<file path="src/rtl/midi_track_event_parser_macros.svh">
// ---------------------------------------------------------------------------
// MIDI track event parser assertion macros
// Shared property wrappers for the parser RTL.
// ---------------------------------------------------------------------------
`ifndef MIDI_TRACK_EVENT_PARSER_MACROS_SVH
`define MIDI_TRACK_EVENT_PARSER_MACROS_SVH

// same-cycle implication
`define MTEP_ASSERT_NOW(lbl, clk, rst_n, ante, cons, msg) \
	lbl: assert property (@(posedge clk) disable iff (!rst_n) (ante) |-> (cons)) \
		else $error(msg);

// next-cycle implication
`define MTEP_ASSERT_NEXT(lbl, clk, rst_n, ante, cons, msg) \
	lbl: assert property (@(posedge clk) disable iff (!rst_n) (ante) |=> (cons)) \
		else $error(msg);

`endif

</file>
<file path="src/rtl/mtep_pkg.sv">
// ---------------------------------------------------------------------------
// mtep_pkg
// Types, phase codes, event kinds and byte constants of the track parser.
// ---------------------------------------------------------------------------
package mtep_pkg;

	localparam int TICK_W  = 40;
	localparam int COUNT_W = 32;
	localparam int VLQ_W   = 28;
	localparam int HELD_W  = 24;
	localparam int IDX_W   = 3;
	localparam int PHASE_W = 4;
	localparam int KIND_W  = 3;
	localparam int MODE_W  = 2;

	// parse phases
	localparam logic [PHASE_W-1:0] PH_DELTA     = 4'd0;
	localparam logic [PHASE_W-1:0] PH_STATUS    = 4'd1;
	localparam logic [PHASE_W-1:0] PH_DATA      = 4'd2;
	localparam logic [PHASE_W-1:0] PH_SYSEX     = 4'd3;
	localparam logic [PHASE_W-1:0] PH_SKIP      = 4'd4;
	localparam logic [PHASE_W-1:0] PH_META_TYPE = 4'd5;
	localparam logic [PHASE_W-1:0] PH_META_LEN  = 4'd6;
	localparam logic [PHASE_W-1:0] PH_TEMPO     = 4'd7;
	localparam logic [PHASE_W-1:0] PH_DONE      = 4'd8;

	// event kinds
	localparam logic [KIND_W-1:0] KIND_NOTE_ON  = 3'd0;
	localparam logic [KIND_W-1:0] KIND_NOTE_OFF = 3'd1;
	localparam logic [KIND_W-1:0] KIND_CHAN3    = 3'd2;
	localparam logic [KIND_W-1:0] KIND_CHAN2    = 3'd3;
	localparam logic [KIND_W-1:0] KIND_SYSEX    = 3'd4;
	localparam logic [KIND_W-1:0] KIND_TEMPO    = 3'd5;
	localparam logic [KIND_W-1:0] KIND_EOT      = 3'd6;
	localparam logic [KIND_W-1:0] KIND_BAD_RS   = 3'd7;

	// emit modes
	localparam logic [MODE_W-1:0] MODE_SYNTH = 2'd0;
	localparam logic [MODE_W-1:0] MODE_NOTES = 2'd1;
	localparam logic [MODE_W-1:0] MODE_ALL   = 2'd2;

	// bytes and nibbles
	localparam logic [7:0] ST_SYSEX   = 8'hF0;
	localparam logic [7:0] ST_EOX     = 8'hF7;
	localparam logic [7:0] ST_SONGPOS = 8'hF2;
	localparam logic [7:0] ST_SONGSEL = 8'hF3;
	localparam logic [7:0] ST_META    = 8'hFF;
	localparam logic [7:0] META_TEMPO = 8'h51;
	localparam logic [7:0] META_EOT   = 8'h2F;
	localparam logic [3:0] NIB_NOTE_ON  = 4'h9;
	localparam logic [3:0] NIB_NOTE_OFF = 4'h8;
	localparam logic [3:0] NIB_PROGRAM  = 4'hC;
	localparam logic [3:0] NIB_PRESSURE = 4'hD;
	localparam logic [3:0] NIB_SYSTEM   = 4'hF;

	localparam logic [IDX_W-1:0] TEMPO_LAST_IDX = 3'd3;

	typedef struct packed {
		logic [7:0] data_byte;
		logic       track_start;
	} item_t;

	typedef struct packed {
		logic [KIND_W-1:0]  event_kind;
		logic [7:0]         status_byte;
		logic [7:0]         data_first;
		logic [7:0]         data_second;
		logic [HELD_W-1:0]  tempo_value;
		logic [TICK_W-1:0]  event_tick;
		logic               sysex_last;
		logic               track_has_notes;
		logic [COUNT_W-1:0] note_total;
	} res_t;

endpackage

</file>
<file path="src/rtl/midi_track_event_parser.sv">
// ---------------------------------------------------------------------------
// midi_track_event_parser: input register, parse logic, then result register.
// Throughput one byte per cycle; a word held in the result register with
// out_ready low stalls the parser, and bytes that report nothing wait too.
// Async active-low reset clears parse state, note count, mode to all (2).
// ---------------------------------------------------------------------------
module midi_track_event_parser
	import mtep_pkg::*;
(
	input  logic               clk,
	input  logic               arst_n,
	// byte input channel
	input  logic               in_valid,
	output logic               in_ready,
	input  logic [7:0]         data_byte,
	input  logic               track_start,
	// event output channel
	output logic               out_valid,
	input  logic               out_ready,
	output logic [KIND_W-1:0]  event_kind,
	output logic [7:0]         status_byte,
	output logic [7:0]         data_first,
	output logic [7:0]         data_second,
	output logic [HELD_W-1:0]  tempo_value,
	output logic [TICK_W-1:0]  event_tick,
	output logic               sysex_last,
	output logic               track_has_notes,
	output logic [COUNT_W-1:0] note_total,
	// mode register write channel
	input  logic               cfg_valid,
	output logic               cfg_ready,
	input  logic [MODE_W-1:0]  cfg_data
);

	item_t             in_item;
	item_t             item_s1;
	logic              valid_s1;
	logic              out_free;
	logic              advance;
	logic              res_valid;
	res_t              res;
	res_t              res_s2;
	logic [MODE_W-1:0] mode_q;

	// mode register; user writes it only while the parser is idle, block does not enforce
	assign cfg_ready = 1'b1;

	always_ff @(posedge clk or negedge arst_n) begin
		if (!arst_n) begin
			mode_q <= MODE_ALL;
		end else if (cfg_valid) begin
			mode_q <= cfg_data;
		end
	end

	assign in_item.data_byte   = data_byte;
	assign in_item.track_start = track_start;

	// A held byte is parsed in the cycle the result register can take its
	// word (empty, or draining this cycle). Bytes that produce no event still
	// wait for that slot, which keeps the parse state and the event order tied.
	assign advance = valid_s1 && out_free;

	mtep_in_stage u_in (
		.clk      (clk),
		.arst_n   (arst_n),
		.in_valid (in_valid),
		.in_ready (in_ready),
		.in_item  (in_item),
		.take     (advance),
		.valid_s1 (valid_s1),
		.item_s1  (item_s1)
	);

	// Parse state advances on the same edge that loads the result register.
	mtep_core u_core (
		.clk       (clk),
		.arst_n    (arst_n),
		.step      (advance),
		.item      (item_s1),
		.emit_mode (mode_q),
		.res_valid (res_valid),
		.res       (res)
	);

	mtep_out_stage u_out (
		.clk        (clk),
		.arst_n     (arst_n),
		.load       (advance),
		.load_valid (res_valid),
		.load_res   (res),
		.out_ready  (out_ready),
		.out_free   (out_free),
		.valid_s2   (out_valid),
		.res_s2     (res_s2)
	);

	// event word fields
	assign event_kind      = res_s2.event_kind;
	assign status_byte     = res_s2.status_byte;
	assign data_first      = res_s2.data_first;
	assign data_second     = res_s2.data_second;
	assign tempo_value     = res_s2.tempo_value;
	assign event_tick      = res_s2.event_tick;
	assign sysex_last      = res_s2.sysex_last;
	assign track_has_notes = res_s2.track_has_notes;
	assign note_total      = res_s2.note_total;

endmodule

</file>
<file path="src/rtl/mtep_in_stage.sv">
// ---------------------------------------------------------------------------
// mtep_in_stage
// Input register: holds one accepted byte until the parser takes it.
// ---------------------------------------------------------------------------
module mtep_in_stage
	import mtep_pkg::*;
(
	input  logic  clk,
	input  logic  arst_n,
	input  logic  in_valid,
	output logic  in_ready,
	input  item_t in_item,
	input  logic  take,
	output logic  valid_s1,
	output item_t item_s1
);

	assign in_ready = !valid_s1 || take;

	always_ff @(posedge clk or negedge arst_n) begin
		if (!arst_n) begin
			valid_s1 <= 1'b0;
		end else if (in_ready) begin
			valid_s1 <= in_valid;
		end
	end

	always_ff @(posedge clk) begin
		if (in_ready && in_valid) begin
			item_s1 <= in_item;
		end
	end

endmodule

</file>
<file path="src/rtl/mtep_core.sv">
// ---------------------------------------------------------------------------
// mtep_core
// Parse state and one-byte decode: delta time, running status, metas, sysex.
// ---------------------------------------------------------------------------
`include "midi_track_event_parser_macros.svh"

module mtep_core
	import mtep_pkg::*;
(
	input  logic              clk,
	input  logic              arst_n,
	input  logic              step,
	input  item_t             item,
	input  logic [MODE_W-1:0] emit_mode,
	output logic              res_valid,
	output res_t              res
);

	logic [PHASE_W-1:0] phase_q, c_phase, n_phase;
	logic [7:0]         rs_q, c_rs, n_rs;
	logic [VLQ_W-1:0]   delta_q, c_delta, n_delta;
	logic [TICK_W-1:0]  tick_q, c_tick, n_tick;
	logic [VLQ_W-1:0]   skip_q, c_skip, n_skip;
	logic [HELD_W-1:0]  held_q, c_held, n_held;
	logic [IDX_W-1:0]   idx_q, c_idx, n_idx;
	logic [COUNT_W-1:0] cnt_q, n_cnt;
	logic               seen_q, c_seen, n_seen;

	logic [7:0]         b;
	logic [VLQ_W-1:0]   vlq;
	logic [TICK_W:0]    tick_sum;
	logic               take;
	logic [IDX_W-1:0]   t_idx;
	logic [7:0]         t_held;
	logic               one_byte;
	logic [3:0]         hi;
	logic               ev;
	logic               pass;
	logic [KIND_W-1:0]  ev_kind;
	logic [7:0]         ev_st, ev_d1, ev_d2;
	logic [HELD_W-1:0]  ev_tempo;
	logic               ev_last;

	// track_start clears the per-track state ahead of the byte
	always_comb begin
		b = item.data_byte;
		if (item.track_start) begin
			c_phase = PH_DELTA;
			c_rs    = '0;
			c_delta = '0;
			c_tick  = '0;
			c_skip  = '0;
			c_held  = '0;
			c_idx   = '0;
			c_seen  = 1'b0;
		end else begin
			c_phase = phase_q;
			c_rs    = rs_q;
			c_delta = delta_q;
			c_tick  = tick_q;
			c_skip  = skip_q;
			c_held  = held_q;
			c_idx   = idx_q;
			c_seen  = seen_q;
		end
	end

	always_comb begin
		n_phase  = c_phase;
		n_rs     = c_rs;
		n_delta  = c_delta;
		n_tick   = c_tick;
		n_skip   = c_skip;
		n_held   = c_held;
		n_idx    = c_idx;
		n_cnt    = cnt_q;
		n_seen   = c_seen;
		ev       = 1'b0;
		ev_kind  = KIND_NOTE_ON;
		ev_st    = '0;
		ev_d1    = '0;
		ev_d2    = '0;
		ev_tempo = '0;
		ev_last  = 1'b0;
		take     = 1'b0;
		t_idx    = c_idx;
		t_held   = c_held[7:0];
		vlq      = '0;
		tick_sum = '0;
		hi       = c_rs[7:4];
		one_byte = (hi == NIB_PROGRAM) || (hi == NIB_PRESSURE);

		unique case (c_phase)
			PH_DELTA: begin
				vlq      = {c_delta[VLQ_W-8:0], b[6:0]};
				tick_sum = {1'b0, c_tick} + (TICK_W+1)'(vlq);
				if (!b[7]) begin
					n_tick  = tick_sum[TICK_W] ? '1 : tick_sum[TICK_W-1:0];
					n_delta = '0;
					n_phase = PH_STATUS;
				end else begin
					n_delta = vlq;
				end
			end
			PH_STATUS: begin
				n_held = '0;
				n_idx  = '0;
				if (!b[7]) begin
					if (c_rs == 8'h00) begin
						n_phase = PH_DONE;
						ev      = 1'b1;
						ev_kind = KIND_BAD_RS;
						ev_d1   = b;
					end else begin
						n_phase = PH_DATA;
						take    = 1'b1;
						t_idx   = '0;
						t_held  = '0;
					end
				end else if (b[7:4] != NIB_SYSTEM) begin
					n_rs    = b;
					n_phase = PH_DATA;
				end else begin
					n_rs = '0;
					if (b == ST_SYSEX) begin
						n_phase = PH_SYSEX;
						ev      = 1'b1;
						ev_kind = KIND_SYSEX;
						ev_st   = ST_SYSEX;
						ev_d1   = ST_SYSEX;
					end else if (b == ST_SONGPOS) begin
						n_skip  = VLQ_W'(2);
						n_phase = PH_SKIP;
					end else if (b == ST_SONGSEL) begin
						n_skip  = VLQ_W'(1);
						n_phase = PH_SKIP;
					end else if (b == ST_META) begin
						n_phase = PH_META_TYPE;
					end else begin
						n_phase = PH_DELTA;
					end
				end
			end
			PH_DATA: begin
				take = 1'b1;
			end
			PH_SYSEX: begin
				ev      = 1'b1;
				ev_kind = KIND_SYSEX;
				ev_st   = ST_SYSEX;
				ev_d1   = b;
				if (b == ST_EOX) begin
					ev_last = 1'b1;
					n_phase = PH_DELTA;
				end
			end
			PH_SKIP: begin
				if (c_skip <= VLQ_W'(1)) begin
					n_skip  = '0;
					n_phase = PH_DELTA;
				end else begin
					n_skip = c_skip - VLQ_W'(1);
				end
			end
			PH_META_TYPE: begin
				if (b == META_TEMPO) begin
					n_idx   = '0;
					n_held  = '0;
					n_phase = PH_TEMPO;
				end else if (b == META_EOT) begin
					n_phase = PH_DONE;
					ev      = 1'b1;
					ev_kind = KIND_EOT;
					ev_st   = ST_META;
					ev_d1   = META_EOT;
				end else begin
					n_skip  = '0;
					n_phase = PH_META_LEN;
				end
			end
			PH_META_LEN: begin
				vlq    = {c_skip[VLQ_W-8:0], b[6:0]};
				n_skip = vlq;
				if (!b[7]) begin
					n_phase = (vlq != '0) ? PH_SKIP : PH_DELTA;
				end
			end
			PH_TEMPO: begin
				if (c_idx == '0) begin
					n_skip = VLQ_W'(b);
					n_idx  = IDX_W'(1);
				end else begin
					n_held = {c_held[HELD_W-9:0], b};
					n_idx  = c_idx + IDX_W'(1);
					if (c_idx >= TEMPO_LAST_IDX) begin
						ev       = 1'b1;
						ev_kind  = KIND_TEMPO;
						ev_st    = ST_META;
						ev_d1    = c_skip[7:0];
						ev_d2    = META_TEMPO;
						ev_tempo = {c_held[HELD_W-9:0], b};
						n_skip   = '0;
						n_idx    = '0;
						n_held   = '0;
						n_phase  = PH_DELTA;
					end
				end
			end
			default: begin
			end
		endcase

		// channel data byte, shared by the status and data phases
		if (take) begin
			if (t_idx == '0 && !one_byte) begin
				n_held = HELD_W'(b);
				n_idx  = IDX_W'(1);
			end else begin
				n_phase = PH_DELTA;
				n_idx   = '0;
				n_held  = '0;
				ev      = 1'b1;
				ev_st   = c_rs;
				ev_d1   = one_byte ? b : t_held;
				ev_d2   = one_byte ? 8'h00 : b;
				if (hi == NIB_NOTE_ON) begin
					n_cnt   = (&cnt_q) ? cnt_q : cnt_q + COUNT_W'(1);
					n_seen  = 1'b1;
					ev_kind = KIND_NOTE_ON;
				end else if (hi == NIB_NOTE_OFF) begin
					ev_kind = KIND_NOTE_OFF;
				end else if (one_byte) begin
					ev_kind = KIND_CHAN2;
				end else begin
					ev_kind = KIND_CHAN3;
				end
			end
		end
	end

	// mode filter; the unused mode code reports everything
	always_comb begin
		case (emit_mode)
			MODE_SYNTH: pass = (ev_kind >= KIND_CHAN3) && (ev_kind <= KIND_TEMPO);
			MODE_NOTES: pass = (ev_kind <= KIND_NOTE_OFF);
			default:    pass = 1'b1;
		endcase
	end

	assign res_valid           = ev && pass;
	assign res.event_kind      = ev_kind;
	assign res.status_byte     = ev_st;
	assign res.data_first      = ev_d1;
	assign res.data_second     = ev_d2;
	assign res.tempo_value     = ev_tempo;
	assign res.event_tick      = n_tick;
	assign res.sysex_last      = ev_last;
	assign res.track_has_notes = n_seen;
	assign res.note_total      = n_cnt;

	always_ff @(posedge clk or negedge arst_n) begin
		if (!arst_n) begin
			phase_q <= PH_DELTA;
			rs_q    <= '0;
			delta_q <= '0;
			tick_q  <= '0;
			skip_q  <= '0;
			held_q  <= '0;
			idx_q   <= '0;
			cnt_q   <= '0;
			seen_q  <= 1'b0;
		end else if (step) begin
			phase_q <= n_phase;
			rs_q    <= n_rs;
			delta_q <= n_delta;
			tick_q  <= n_tick;
			skip_q  <= n_skip;
			held_q  <= n_held;
			idx_q   <= n_idx;
			cnt_q   <= n_cnt;
			seen_q  <= n_seen;
		end
	end

	`MTEP_ASSERT_NEXT(a_delta_end, clk, arst_n,
		step && (phase_q == PH_DELTA || item.track_start) && !item.data_byte[7],
		phase_q == PH_STATUS, "delta time end did not move to status")
	`MTEP_ASSERT_NEXT(a_done_sticks, clk, arst_n,
		step && phase_q == PH_DONE && !item.track_start,
		phase_q == PH_DONE, "parser left done without track start")
	`MTEP_ASSERT_NEXT(a_cnt_mono, clk, arst_n, 1'b1,
		cnt_q >= $past(cnt_q), "note counter went backwards")
	`MTEP_ASSERT_NEXT(a_note_seen, clk, arst_n,
		step && ev && ev_kind == KIND_NOTE_ON,
		seen_q, "note on without track note flag")

endmodule

</file>
<file path="src/rtl/mtep_out_stage.sv">
// ---------------------------------------------------------------------------
// mtep_out_stage
// Result register: holds one event word until the sink takes it.
// ---------------------------------------------------------------------------
module mtep_out_stage
	import mtep_pkg::*;
(
	input  logic clk,
	input  logic arst_n,
	input  logic load,
	input  logic load_valid,
	input  res_t load_res,
	input  logic out_ready,
	output logic out_free,
	output logic valid_s2,
	output res_t res_s2
);

	assign out_free = !valid_s2 || out_ready;

	always_ff @(posedge clk or negedge arst_n) begin
		if (!arst_n) begin
			valid_s2 <= 1'b0;
		end else if (load) begin
			valid_s2 <= load_valid;
		end else if (out_ready) begin
			valid_s2 <= 1'b0;
		end
	end

	always_ff @(posedge clk) begin
		if (load && load_valid) begin
			res_s2 <= load_res;
		end
	end

endmodule

</file>
<file path="config.mk">
export PLATFORM = sky130hd
export DESIGN_NAME = midi_track_event_parser
export DESIGN_NICKNAME = d
export VERILOG_FILES = /design/src/rtl/mtep_pkg.sv /design/src/rtl/midi_track_event_parser.sv /design/src/rtl/mtep_in_stage.sv /design/src/rtl/mtep_core.sv /design/src/rtl/mtep_out_stage.sv
export VERILOG_INCLUDE_DIRS = /design/src /design/src/rtl
export SDC_FILE = /design/constraint.sdc
export NUM_CORES = 1
export LEC_CHECK = 0
export BUFFER_PORTS_ARGS = -buffer_cell sky130_fd_sc_hd__buf_2
export CORE_MARGIN = 2
export CORE_UTILIZATION = 43
export DETAILED_ROUTE_END_ITERATION = 12
export PLACE_DENSITY = 0.73
export SETUP_SLACK_MARGIN = 0.2
export SYNTH_ARGS = -nofsm -noshare
export SYNTH_HDL_FRONTEND = slang
export SYNTH_HIERARCHICAL = 1
export SYNTH_SLANG_ARGS = --single-unit
</file>
<file path="constraint.sdc">
create_clock -name clk -period 5.1 [get_ports clk]
set_input_delay 0.51 -clock clk [delete_from_list [all_inputs] [get_ports clk]]
set_output_delay 0.51 -clock clk [all_outputs]
set_load 0.01 [all_outputs]
</file>
==> results of run 1 <==
-- power groups by stage --
stage	sequential (mW)	clock (mW)	combinational (mW)
after floorplan	2.90	0	0.950
after global placement	2.93	0	1.35
after detailed placement	2.93	0	1.37
after CTS	2.89	2.39	1.38
after global routing	2.92	2.48	1.55
final	2.89	2.34	1.39
-- per-stage QoR --
step           utilization [%]  std cells  area (µm²)
6_report                 49.36       2334       18460
5_1_grt                  49.36       2334       18460
4_1_cts                  49.33       2329       18450
3_5_place_dp             46.44       2266       17370
3_3_place_gp             46.44       2266       17370
2_1_floorplan                -       1692       16190
-- cells in the mapped netlist (8+ instances only) --
| master | n |
|---|---|
| o21a_1 | 9 |
| edfxtp_1 | 134 |
| inv_1 | 35 |
| and4_1 | 8 |
| clkbuf_1 | 89 |
| xnor2_1 | 68 |
| buf_1 | 9 |
| o21bai_1 | 9 |
| and3_1 | 38 |
| a221oi_1 | 11 |
| nor3_1 | 41 |
| a22oi_1 | 28 |
| a22o_1 | 22 |
| a21oi_1 | 97 |
| ha_1 | 35 |
| nand2_1 | 221 |
| nor2_1 | 132 |
| nand2b_1 | 13 |
| a32oi_1 | 8 |
| o211ai_1 | 15 |
| mux2i_1 | 11 |
| dfrtp_1 | 156 |
| nand3_1 | 37 |
| a31oi_1 | 15 |
| nor4_1 | 16 |
| a21o_1 | 22 |
| buf_2 | 9 |
| nor2b_1 | 59 |
| and2_1 | 16 |
| o2bb2ai_1 | 15 |
| xor2_1 | 30 |
| nand4_1 | 22 |
| o21ai_0 | 137 |
-- per-layer routing --
layer  vias up  wire, µm
li1       6341         -
met1      6458     19220
met2       534     19780
met3        69      2760
met4         0       997
met5         -         0
-- cells by family (layout without fill, tap and decap cells) --
| logic type | count (synthesis) | in the layout | share of synthesized area, % |
|---|---|---|---|
| xor+xnor | 98 | 98 | 5.301 |
| fa+ha+maj | 36 | 36 | 2.828 |
| compound gates | 460 | 460 | 18.29 |
| simple gates | 640 | 640 | 19.55 |
| mux | 17 | 17 | 1.097 |
| other cells | 1 | 6 | 0.02316 |
| buf+inv | 149 | 275 | 3.779 |
| flops | 291 | 291 | 49.13 |
-- critical path: cells and delay by family, from the launching register on --
family	cells	cell delay, ns
flops	1	0.46
xor+xnor	1	0.15
compound gates	2	0.15
fa+ha+maj	2	0.42
buf+inv	3	0.92
simple gates	6	1.28
-- registers in the layout (all words and copies together) (netlist names) --
register,flops
u_core/seen_q,1
u_core/tick_q,40
u_out/res_s2,125
u_in/item_s1,9
mode_q,2
u_core/idx_q,3
u_core/rs_q,8
u_core/skip_q,28
u_core/cnt_q,32
u_core/delta_q,21
u_core/phase_q,4
u_in/valid_s1,1
u_out/valid_s2,1
u_core/held_q,16
-- cell type report --
| class | count | area, µm² | share of cell area [%] |
|---|---|---|---|
| inverter | 35 | 131.4 | 0.7117 |
| clock buffer | 51 | 944.7 | 5.117 |
| clock inverter | 11 | 123.9 | 0.6710 |
| multi-input combinational | 1252 | 7640 | 41.39 |
| tap | 511 | 639.4 | 3.463 |
| timing repair buffer | 178 | 1015 | 5.497 |
| sequential | 291 | 7954 | 43.09 |
| antenna | 5 | 12.51 | 0.06778 |
-- worst paths after layout --
| path | startpoint | to | slack [ns] | cells after the start |
|---|---|---|---|---|
| min | data_byte[2] | u_in/item_s1[3] | 0.15 | 1 |
| max reg2reg | u_in/item_s1[0] | u_out/res_s2[56] | 1.28 | 14 |
| min reg2reg | u_core/tick_q[9] | u_core/tick_q[9] | 0.47 | 2 |
| min in group asynchronous | arst_n | u_core/cnt_q[0] | 0.55 | 2 |
| max | u_in/item_s1[0] | u_out/res_s2[56] | 1.28 | 14 |
| max in group asynchronous | arst_n | u_core/skip_q[9] | 3.34 | 3 |
-- what timing repair did --
item	in CTS	in global routing
hold endpoints to repair	7	0
setup buffers	0	0
hold buffers	1	0
==> results.py, run 1 <==
metrics = {
    "status": {
        "status": "finished, final reports clean",
    },
    "sta": {
        "slew_viol_final": 0,
        "slew_headroom_pct": 23.04,
        "holdWs_ns": 0.1505,
        "post-route-min-period_ns": 3.821,
        "finalSetupViolations": 0,
        "max_freq_mhz": 261.7,
        "clock_skew_ns": 0.009627,
        "rsz0062_at_grt": "no",
        "tns_ns": 0,
        "hold_viol": 0,
        "setup_slack_ns": 1.279,
        "worstMarginPinSlew_ns": 1.142,
        "final.period_utilization_pct": 74.93,
    },
    "yosys": {
        "synthTopCellsByArea": "edfxtp_1 25%, dfrtp_1 24%, nand2_1 5.1%",
        "synthesis.instances": 1692,
        "ys_async_sr_fraction_pct": 53.95,
        "ys_types": 81,
        "synth_area_um2": 16190,
        "ys_seq_area_share_pct": 49.13,
        "syn_nets": 1744,
        "ys.flop_type": "dfrtp_1",
        "synth_seq_cells": 291,
        "ys_warn_count": 6,
        "synth_top_area_share_pct": 24.85,
        "syn_area_per_cell_um2": 9.569,
        "synth_edf_count": 134,
        "synth_top_cell_by_area": "edfxtp_1",
    },
    "routing": {
        "remaining_drc_errors": 0,
        "drt_iter0_markers": 1532,
        "routedWlPerCell_um": 18.32,
        "routed_wl_um": 42750,
        "vias": 13402,
        "firstDrtPassIters": 6,
        "vias_per_cell": 5.742,
        "ant_nets": 0,
    },
    "power_and_ir_drop": {
        "p_switching_mw": 2.080,
        "powerDensity_nw_per_um2": 358.9,
        "p_comb_share_pct": 21.0,
        "power.total_mw": 6.626,
        "intPower_mw": 4.546,
        "swShare_pct": 31.39,
        "ir_drop_v": 0.0002201,
        "p_clk_share_pct": 35.3,
        "seqPwrFrac_pct": 43.7,
        "p_leak_nw": 7.522,
    },
    "placed_design": {
        "port_buffers": 142,
        "place_congestion": 0.9140,
        "dp_hpwl_um": 28880,
        "pre_cts_ws_ns": 1.277,
    },
    "global_route": {
        "grt_util_met3_pct": 3.168,
        "antenna_found_initial": 5,
        "grt_pass1_wl_um": 68910,
        "met2_usage_pct": 34.61,
        "grt_overflow": 0,
        "grt_pass1_vias": 12798,
        "gr-usage-all-layers_pct": 21.90,
        "busiest_layer": "met2",
        "grtUsageMet1_pct": 31.04,
        "grt_max_degree": 67,
    },
    "finish": {
        "drive_gt1_share_pct": 14.19,
        "finish.net_count": 1844,
        "final_common_cell": "nand2_1",
        "most-common-layout-cells": "221 x nand2_1, 156 x dfrtp_1, 141 x buf_2",
        "syn_to_final_growth_pct": 14.02,
        "fillerInstances": 3442,
    },
    "cts": {
        "cts.htree.levels": 2,
        "cts_buffers": 34,
        "cts.clk_slew.worst_paths_ns": 0.06,
        "clkLatencyLatePin_ns": 0.54,
        "cts_tree": "yes",
        "cts.repair.resized": 0,
        "clock-root-buffer": "clkbuf_16",
        "clockBufferDepth": 3,
        "cts.sinks": 291,
    },
    "critical_path": {
        "path_class": "reg -> reg",
        "cp_max_fo": 66,
        "critPathMaxStageDelay_ns": 0.54,
        "required_ns": 5.29,
        "startpoint_type": "flop",
        "cp.arrival_ns": 4.01,
        "cp_cell_sequence": "buf_4, nor2b_1, ha_1, inv_1, ha_1, a21oi_1, nand2_1, nand2b_1, nor3_1, xnor2_1, a21oi_1, nor2_1, and2_4, buf_12",
        "worst_setup_path_end_kind": "flop",
        "critPathSlowestCell": "buf_4",
    },
    "floorplanning": {
        "start_util_pct": 43.29,
        "die_area_um2": 39220,
        "fp-row-count": 71,
        "dieWidth_um": 198.0,
        "io_pins": 144,
        "core_um2": 37400,
        "die_h_um": 198.0,
    },
    "flow_run": {
        "maxCapViolCount": 0,
    },
    "min_path": {
        "min-delay-path-class": "in -> reg",
    },
}
(Power assumes the default switching activity.)
==> run 2, diff against run 1 <==
ABC_AREA = 1   (was unset)
PLACE_DENSITY = 0.7   (was 0.73)
clock period = 3.9 ns   (was 5.1 ns; I/O delays follow)
==> run 2 against run 1 <==
Critical path depth grew 3. Clock skew grew 0.010 ns. Total power grew 54%. Via count grew 32%. Critical endpoint is now u_core/skip_q[13]. Hold slack lost 0.13 ns. Maximum frequency grew 13%. Cell area grew 15%. Synthesized cell count grew 52%. Wire length grew 35%. Core utilization is essentially flat.
==> results.py, run 2 <==
metrics = {
    "status": {
        "status": "finished, final reports clean",
    },
    "yosys": {
        "ys_async_sr_fraction_pct": 53.95,
        "synthesis.instances": 2572,
        "ys.flop_type": "dfrtp_1",
        "synth_edf_count": 134,
        "synth_common_cells": "771 x nand2_1, 311 x inv_1, 282 x nor2_1, 178 x nand3_1, 166 x o21ai_0",
        "synth_area_um2": 18580,
        "synth_most_common_cell": "nand2_1",
        "syn_area_per_cell_um2": 7.224,
        "synth_top_area_share_pct": 21.66,
        "synthTopCellsByArea": "edfxtp_1 22%, dfrtp_1 21%, nand2_1 16%",
        "syn_nets": 2624,
        "ys_seq_area_share_pct": 42.81,
        "ys_types": 61,
        "synth_seq_cells": 291,
        "ys_warn_count": 6,
        "synth_top_cell_by_area": "edfxtp_1",
    },
    "placed_design": {
        "pre_cts_ws_ns": 0.4038,
        "place_congestion": 0.9754,
        "dp_hpwl_um": 41890,
        "placed_area_um2": 19980,
        "port_buffers": 142,
    },
    "finish": {
        "reg_top3": "u_out/res_s2: 125 flops, u_core/tick_q: 40 flops, u_core/cnt_q: 32 flops",
        "most-common-layout-cells": "770 x nand2_1, 304 x inv_1, 280 x nor2_1",
        "drive_gt1_share_pct": 12.43,
        "final_area_um2": 21160,
        "largest_register": "u_out/res_s2",
        "largest_reg_flops": 125,
        "finish.net_count": 2753,
        "final_core_util_pct": 49.33,
        "syn_to_final_growth_pct": 13.87,
        "fillerInstances": 4319,
        "final_common_cell": "nand2_1",
    },
    "cts": {
        "cts_buffers": 34,
        "clockBufferDepth": 3,
        "cts_tree": "yes",
        "cts.htree.levels": 2,
        "clock-root-buffer": "clkbuf_16",
        "cts_setup_buffers": 0,
        "clkLatencyLatePin_ns": 0.56,
        "cts.clk_slew.worst_paths_ns": 0.06,
        "cts.sinks": 291,
    },
    "critical_path": {
        "path_class": "reg -> reg",
        "path_common_cell": "nand2_1",
        "cp_cell_sequence": "buf_12, inv_8, buf_4, nand2_4, ha_1, nand2_1, nor2_1, inv_1, nor2_2, nand2_1, nand2_1, a21oi_4, buf_4, nand2_1, nand2_1, nand2_1, a21oi_1",
        "cpLargestDelayFamily": "buffers and inverters",
        "worst_setup_path_end_kind": "flop",
        "cp.arrival_ns": 3.86,
        "critPathMaxStageDelay_ns": 0.45,
        "cp_max_fo": 41,
        "cp.buffers_inverters": 5,
        "critPathSlowestCell": "buf_4",
        "startpoint_type": "flop",
        "required_ns": 4.37,
    },
    "global_route": {
        "antenna_found_initial": 0,
        "grt_max_degree": 197,
        "gr-usage-all-layers_pct": 25.82,
        "grt_pass1_vias": 16784,
        "grt_pass1_wl_um": 91080,
        "grt_overflow": 0,
    },
    "sta": {
        "tns_ns": 0,
        "clock_skew_ns": 0.01999,
        "post-route-min-period_ns": 3.395,
        "slew_headroom_pct": 27.88,
        "worstMarginPinSlew_ns": 1.082,
        "holdWs_ns": 0.02138,
        "final.period_utilization_pct": 87.06,
        "hold_viol": 0,
        "finalSetupViolations": 0,
        "rsz0062_at_grt": "no",
        "setup_slack_ns": 0.5045,
        "slew_viol_final": 0,
        "max_freq_mhz": 294.5,
    },
    "floorplanning": {
        "core_um2": 42890,
        "start_util_pct": 43.32,
        "io_pins": 144,
        "fp-row-count": 76,
        "die_h_um": 211.9,
        "dieWidth_um": 211.9,
        "die_area_um2": 44890,
    },
    "routing": {
        "firstDrtPassIters": 6,
        "ant_nets": 0,
        "vias_per_cell": 5.320,
        "routed_wl_um": 57550,
        "drt_iter0_markers": 1553,
        "routedWlPerCell_um": 17.37,
        "remaining_drc_errors": 0,
        "vias": 17625,
    },
    "power_and_ir_drop": {
        "ir_drop_v": 0.0003255,
        "powerDensity_nw_per_um2": 482.4,
        "p_leak_nw": 9.841,
    },
    "min_path": {
        "min-delay-path-class": "in -> reg",
    },
    "flow_run": {
        "maxCapViolCount": 0,
    },
}
[run 2: cell types whose count changed in the layout (fill, tap and decap cells not counted), sizes merged, moves of 37 or more]
cell	before	now
nand2	221	792
inv	36	330
nor2	133	301
nand3	41	183
nor2b	59	0
xnor2	68	16
and3	38	1
[run 2: final timing paths]
| path | slack, ns | startpoint | cells after the start | to |
|---|---|---|---|---|
| max | 0.50 | u_in/item_s1[0] | 17 | u_core/skip_q[13] |
| min in group asynchronous | 0.48 | arst_n | 2 | u_core/skip_q[13] |
| max reg2reg | 0.50 | u_in/item_s1[0] | 17 | u_core/skip_q[13] |
| min | 0.02 | track_start | 1 | u_in/item_s1[0] |
| min reg2reg | 0.48 | mode_q[1] | 2 | mode_q[1] |
| max in group asynchronous | 2.36 | arst_n | 3 | u_core/tick_q[22] |
[run 2: timing repair]
action	CTS	global route
resized for setup	0	2
endpoints found under the setup margin	0	151
hold buffers	5	0
endpoints found under the hold margin	87	0
[run 2: power breakdown]
part	internal (mW)	leakage, nW	switching (mW)	total, mW
sequential	3.71	3.27	0.252	3.96
combinational	0.945	6.03	2.12	3.07
clock	1.85	0.543	1.33	3.18
[run 2: routing by layer]
| metal | share of wire, % | track usage [%] | wire length [µm] |
|---|---|---|---|
| met2 | 48 | 43.57 | 27610 |
| met5 | 0 | 0 | 0 |
| met1 | 44 | 34.32 | 25350 |
| met3 | 5.2 | 3.456 | 2988 |
| met4 | 2.8 | 8.354 | 1600 |
[run 2: cells by family (layout without fill, tap and decap cells)]
family / after synthesis / after routing / share of synthesized area, %
AND/OR/NAND/NOR: 1393 / 1393 / 31.88
buffers and inverters: 434 / 589 / 9.597
AO/OA/AOI/OAI: 390 / 390 / 11.87
flip-flops: 291 / 291 / 42.81
adder cells (fa/ha/maj): 36 / 36 / 2.465
XOR/XNOR: 27 / 27 / 1.354
other: 1 / 2 / 0.02018
[run 2: through the flow]
stage | total power, mW | cells
final | 10.21 | 3313
after global routing | 10.86 | 3312
after CTS | 10.28 | 3311
after detailed placement | 7.046 | 3244
after global placement | 6.983 | 3244
after floorplan | 6.142 | 2572
[run 2: cell type report]
| cell class | count | area [µm²] | area share [%] |
|---|---|---|---|
| Clock buffer | 47 | 982.2 | 4.643 |
| Timing Repair Buffer | 198 | 1204 | 5.689 |
| Inverter | 328 | 1252 | 5.920 |
| Timing Repair inverter | 1 | 5.005 | 0.02366 |
| Multi-Input combinational cell | 1847 | 8897 | 42.05 |
| Clock inverter | 15 | 127.6 | 0.6032 |
| Tap cell | 585 | 732.0 | 3.460 |
| Antenna cell | 1 | 2.502 | 0.01183 |
| Sequential cell | 291 | 7954 | 37.60 |
==> run 3, diff against run 2 <==
RECOVER_POWER = 50   (was unset)
SKIP_LAST_GASP = 1   (was unset)
==> run 3 against run 2 <==
Core utilization decreased by 0.52 points. Largest power group unchanged. The run now ends with capacitance limit, slew limit left. Combinational power about the same. Register-to-register slack got worse by 0.12 ns. Worst setup slack got worse by 0.12 ns. Hold slack about the same. Cell area decreased by 1.1%. Sequential power about the same. Sequential share of layout area increased by 0.40 points.
==> results.py, run 3 (same netlist as run 2, synthesis figures left out) <==
metrics = {
    "critical_path": {
        "rr_startpoint": "u_in/item_s1[0]",
        "critPathSlowestCell": "nor2_1",
        "startpoint_type": "flop",
        "path_common_cell": "nor2_1",
        "cp.depth": 17,
        "critPathLaunch": "u_in/item_s1[0]",
        "required_ns": 4.11,
        "endpoint": "u_out/res_s2[47]",
        "worst_setup_path_end_kind": "flop",
        "reg2reg_depth": 17,
        "path_class": "reg -> reg",
        "regToRegEndpoint": "u_out/res_s2[47]",
        "critPathMaxStageDelay_ns": 0.40,
        "cp.buffers_inverters": 5,
        "cpLargestDelayFamily": "simple AND/OR/NAND/NOR gates",
        "r2r_slack_ns": 0.38,
        "cp.arrival_ns": 3.73,
        "cp_max_fo": 45,
        "cp_cell_sequence": "buf_12, inv_8, nand2_4, ha_1, clkinv_1, nor2_1, nor3_4, nor2_2, nand3_1, nand2_1, nand2_1, nor2_1, nor2_1, nor2_1, nand2_1, clkinvlp_4, buf_12",
    },
    "sta": {
        "worstMarginPinSlew_ns": 2.493,
        "holdWs_ns": 0.02107,
        "rsz0062_at_grt": "no",
        "finalSetupViolations": 0,
        "slew_viol_final": 91,
        "post-route-min-period_ns": 3.519,
        "max_freq_mhz": 284.2,
        "clock_skew_ns": 0.02077,
        "hold_viol": 0,
        "setup_slack_ns": 0.3808,
        "tns_ns": 0,
        "final.period_utilization_pct": 90.24,
        "slew_headroom_pct": -66.22,
    },
    "global_route": {
        "grt_max_degree": 197,
        "grt_overflow": 0,
        "grt_util_met3_pct": 3.456,
        "grt_pass1_vias": 16784,
        "antenna_found_initial": 0,
        "busiest_layer": "met2",
        "met2_usage_pct": 43.57,
        "grtUsageMet1_pct": 34.32,
        "gr-usage-all-layers_pct": 25.82,
        "grt_pass1_wl_um": 91080,
    },
    "cts": {
        "clkLatencyLatePin_ns": 0.56,
        "cts_tree": "yes",
        "cts_setup_buffers": 0,
        "clockBufferDepth": 3,
        "cts.htree.levels": 2,
        "cts.clk_slew.worst_paths_ns": 0.06,
        "cts.sinks": 291,
        "cts_buffers": 34,
        "clock-root-buffer": "clkbuf_16",
    },
    "placed_design": {
        "dp.cells": 3244,
        "place_congestion": 0.9754,
        "dp_hpwl_um": 41890,
        "pre_cts_ws_ns": 0.4038,
        "placed_area_um2": 19980,
        "port_buffers": 142,
    },
    "power_and_ir_drop": {
        "p_leak_nw": 9.469,
        "seqPwrFrac_pct": 38.9,
        "powerDensity_nw_per_um2": 486.1,
        "ir_drop_v": 0.0003244,
        "p_clk_share_pct": 31.2,
        "swShare_pct": 36.38,
        "intPower_mw": 6.474,
        "p_switching_mw": 3.702,
        "p_comb_share_pct": 29.9,
    },
    "status": {
        "violations": "capacitance limit, slew limit",
        "status": "finished, violations left",
    },
    "finish": {
        "finish.net_count": 2753,
        "largest_reg_flops": 125,
        "reg_top3": "u_out/res_s2: 125 flops, u_core/tick_q: 40 flops, u_core/cnt_q: 32 flops",
        "largest_register": "u_out/res_s2",
        "final_area_um2": 20930,
        "diodes": 0,
        "final_cells": 3312,
        "syn_to_final_growth_pct": 12.67,
        "drive_gt1_share_pct": 7.151,
        "final_common_cell": "nand2_1",
        "fillerInstances": 4372,
        "most-common-layout-cells": "773 x nand2_1, 305 x inv_1, 281 x nor2_1",
    },
    "floorplanning": {
        "start_util_pct": 43.32,
        "dieWidth_um": 211.9,
        "core_um2": 42890,
        "io_pins": 144,
        "die_area_um2": 44890,
        "fp-row-count": 76,
        "die_h_um": 211.9,
    },
    "routing": {
        "vias_per_cell": 5.325,
        "firstDrtPassIters": 8,
        "ant_nets": 0,
        "routedWlPerCell_um": 17.44,
        "routed_wl_um": 57750,
        "drt_iter0_markers": 1463,
        "remaining_drc_errors": 0,
        "vias": 17635,
    },
    "min_path": {
        "hold_path.startpoint": "track_start",
        "min-delay-path-class": "in -> reg",
    },
    "flow_run": {
        "maxCapViolCount": 1,
    },
}
[run 3: cell types whose count changed in the layout (fill, tap and decap cells not counted), moves of 2 or more]
cell	before	now
inv_2	17	15
buf_2	141	10
clkbuf_1	7	144
clkbuf_2	0	4
nand2_2	19	16
nand2_1	770	773
buf_4	46	37
[run 3: final cells by class]
class	instances	area [µm²]	share of cell area [%]
repair buffers	198	1003	4.794
clock inverters	15	127.6	0.6097
multi-input cells	1847	8880	42.42
flip-flops and latches	291	7954	38.00
clock buffers	47	982.2	4.692
repair inverters	1	5.005	0.02391
well taps	585	732.0	3.497
inverters	328	1249	5.965
[run 3: power by group through the flow]
stage / Clock (mW) / Combinational, mW / Sequential, mW
final: 3.18 / 3.04 / 3.96
after global routing: 3.40 / 3.42 / 4.01
after CTS: 3.26 / 3.05 / 3.96
after detailed placement: 0 / 3.04 / 4.01
after global placement: 0 / 2.99 / 4.00
after floorplan: 0 / 2.17 / 3.97
[run 3: how the worst min path moves through the flow]
stage                                  to  slack, ns  depth (start not counted)
final                     u_in/item_s1[0]       0.02                          1
after detailed placement        mode_q[1]       0.46                          2
after floorplan                 mode_q[0]       0.09                          0
after global routing      u_in/item_s1[0]      0.006                          1
after CTS                 u_in/item_s1[0]      0.002                          1
after global placement          mode_q[1]       0.45                          2
[run 3: per-layer routing]
layer | share of wire, % | up-vias | wire (µm)
met5 | 0 | - | 0
met4 | 2.8 | 0 | 1625
met3 | 5.5 | 107 | 3165
met2 | 48 | 598 | 27710
met1 | 44 | 8287 | 25250
li1 | - | 8643 | -
[run 3: what timing repair did]
action / in CTS / in global routing
setup endpoints to repair: 0 / 151
hold buffers: 5 / 0
endpoints found under the hold margin: 87 / 0
resized for setup: 0 / 2
[run 3: stage by stage]
step | power, mW | util, %
6_report | 10.18 | 48.81
5_1_grt | 10.83 | 48.81
4_1_cts | 10.28 | 49.29
3_5_place_dp | 7.046 | 46.59
3_3_place_gp | 6.983 | 46.59
2_1_floorplan | 6.142 | -
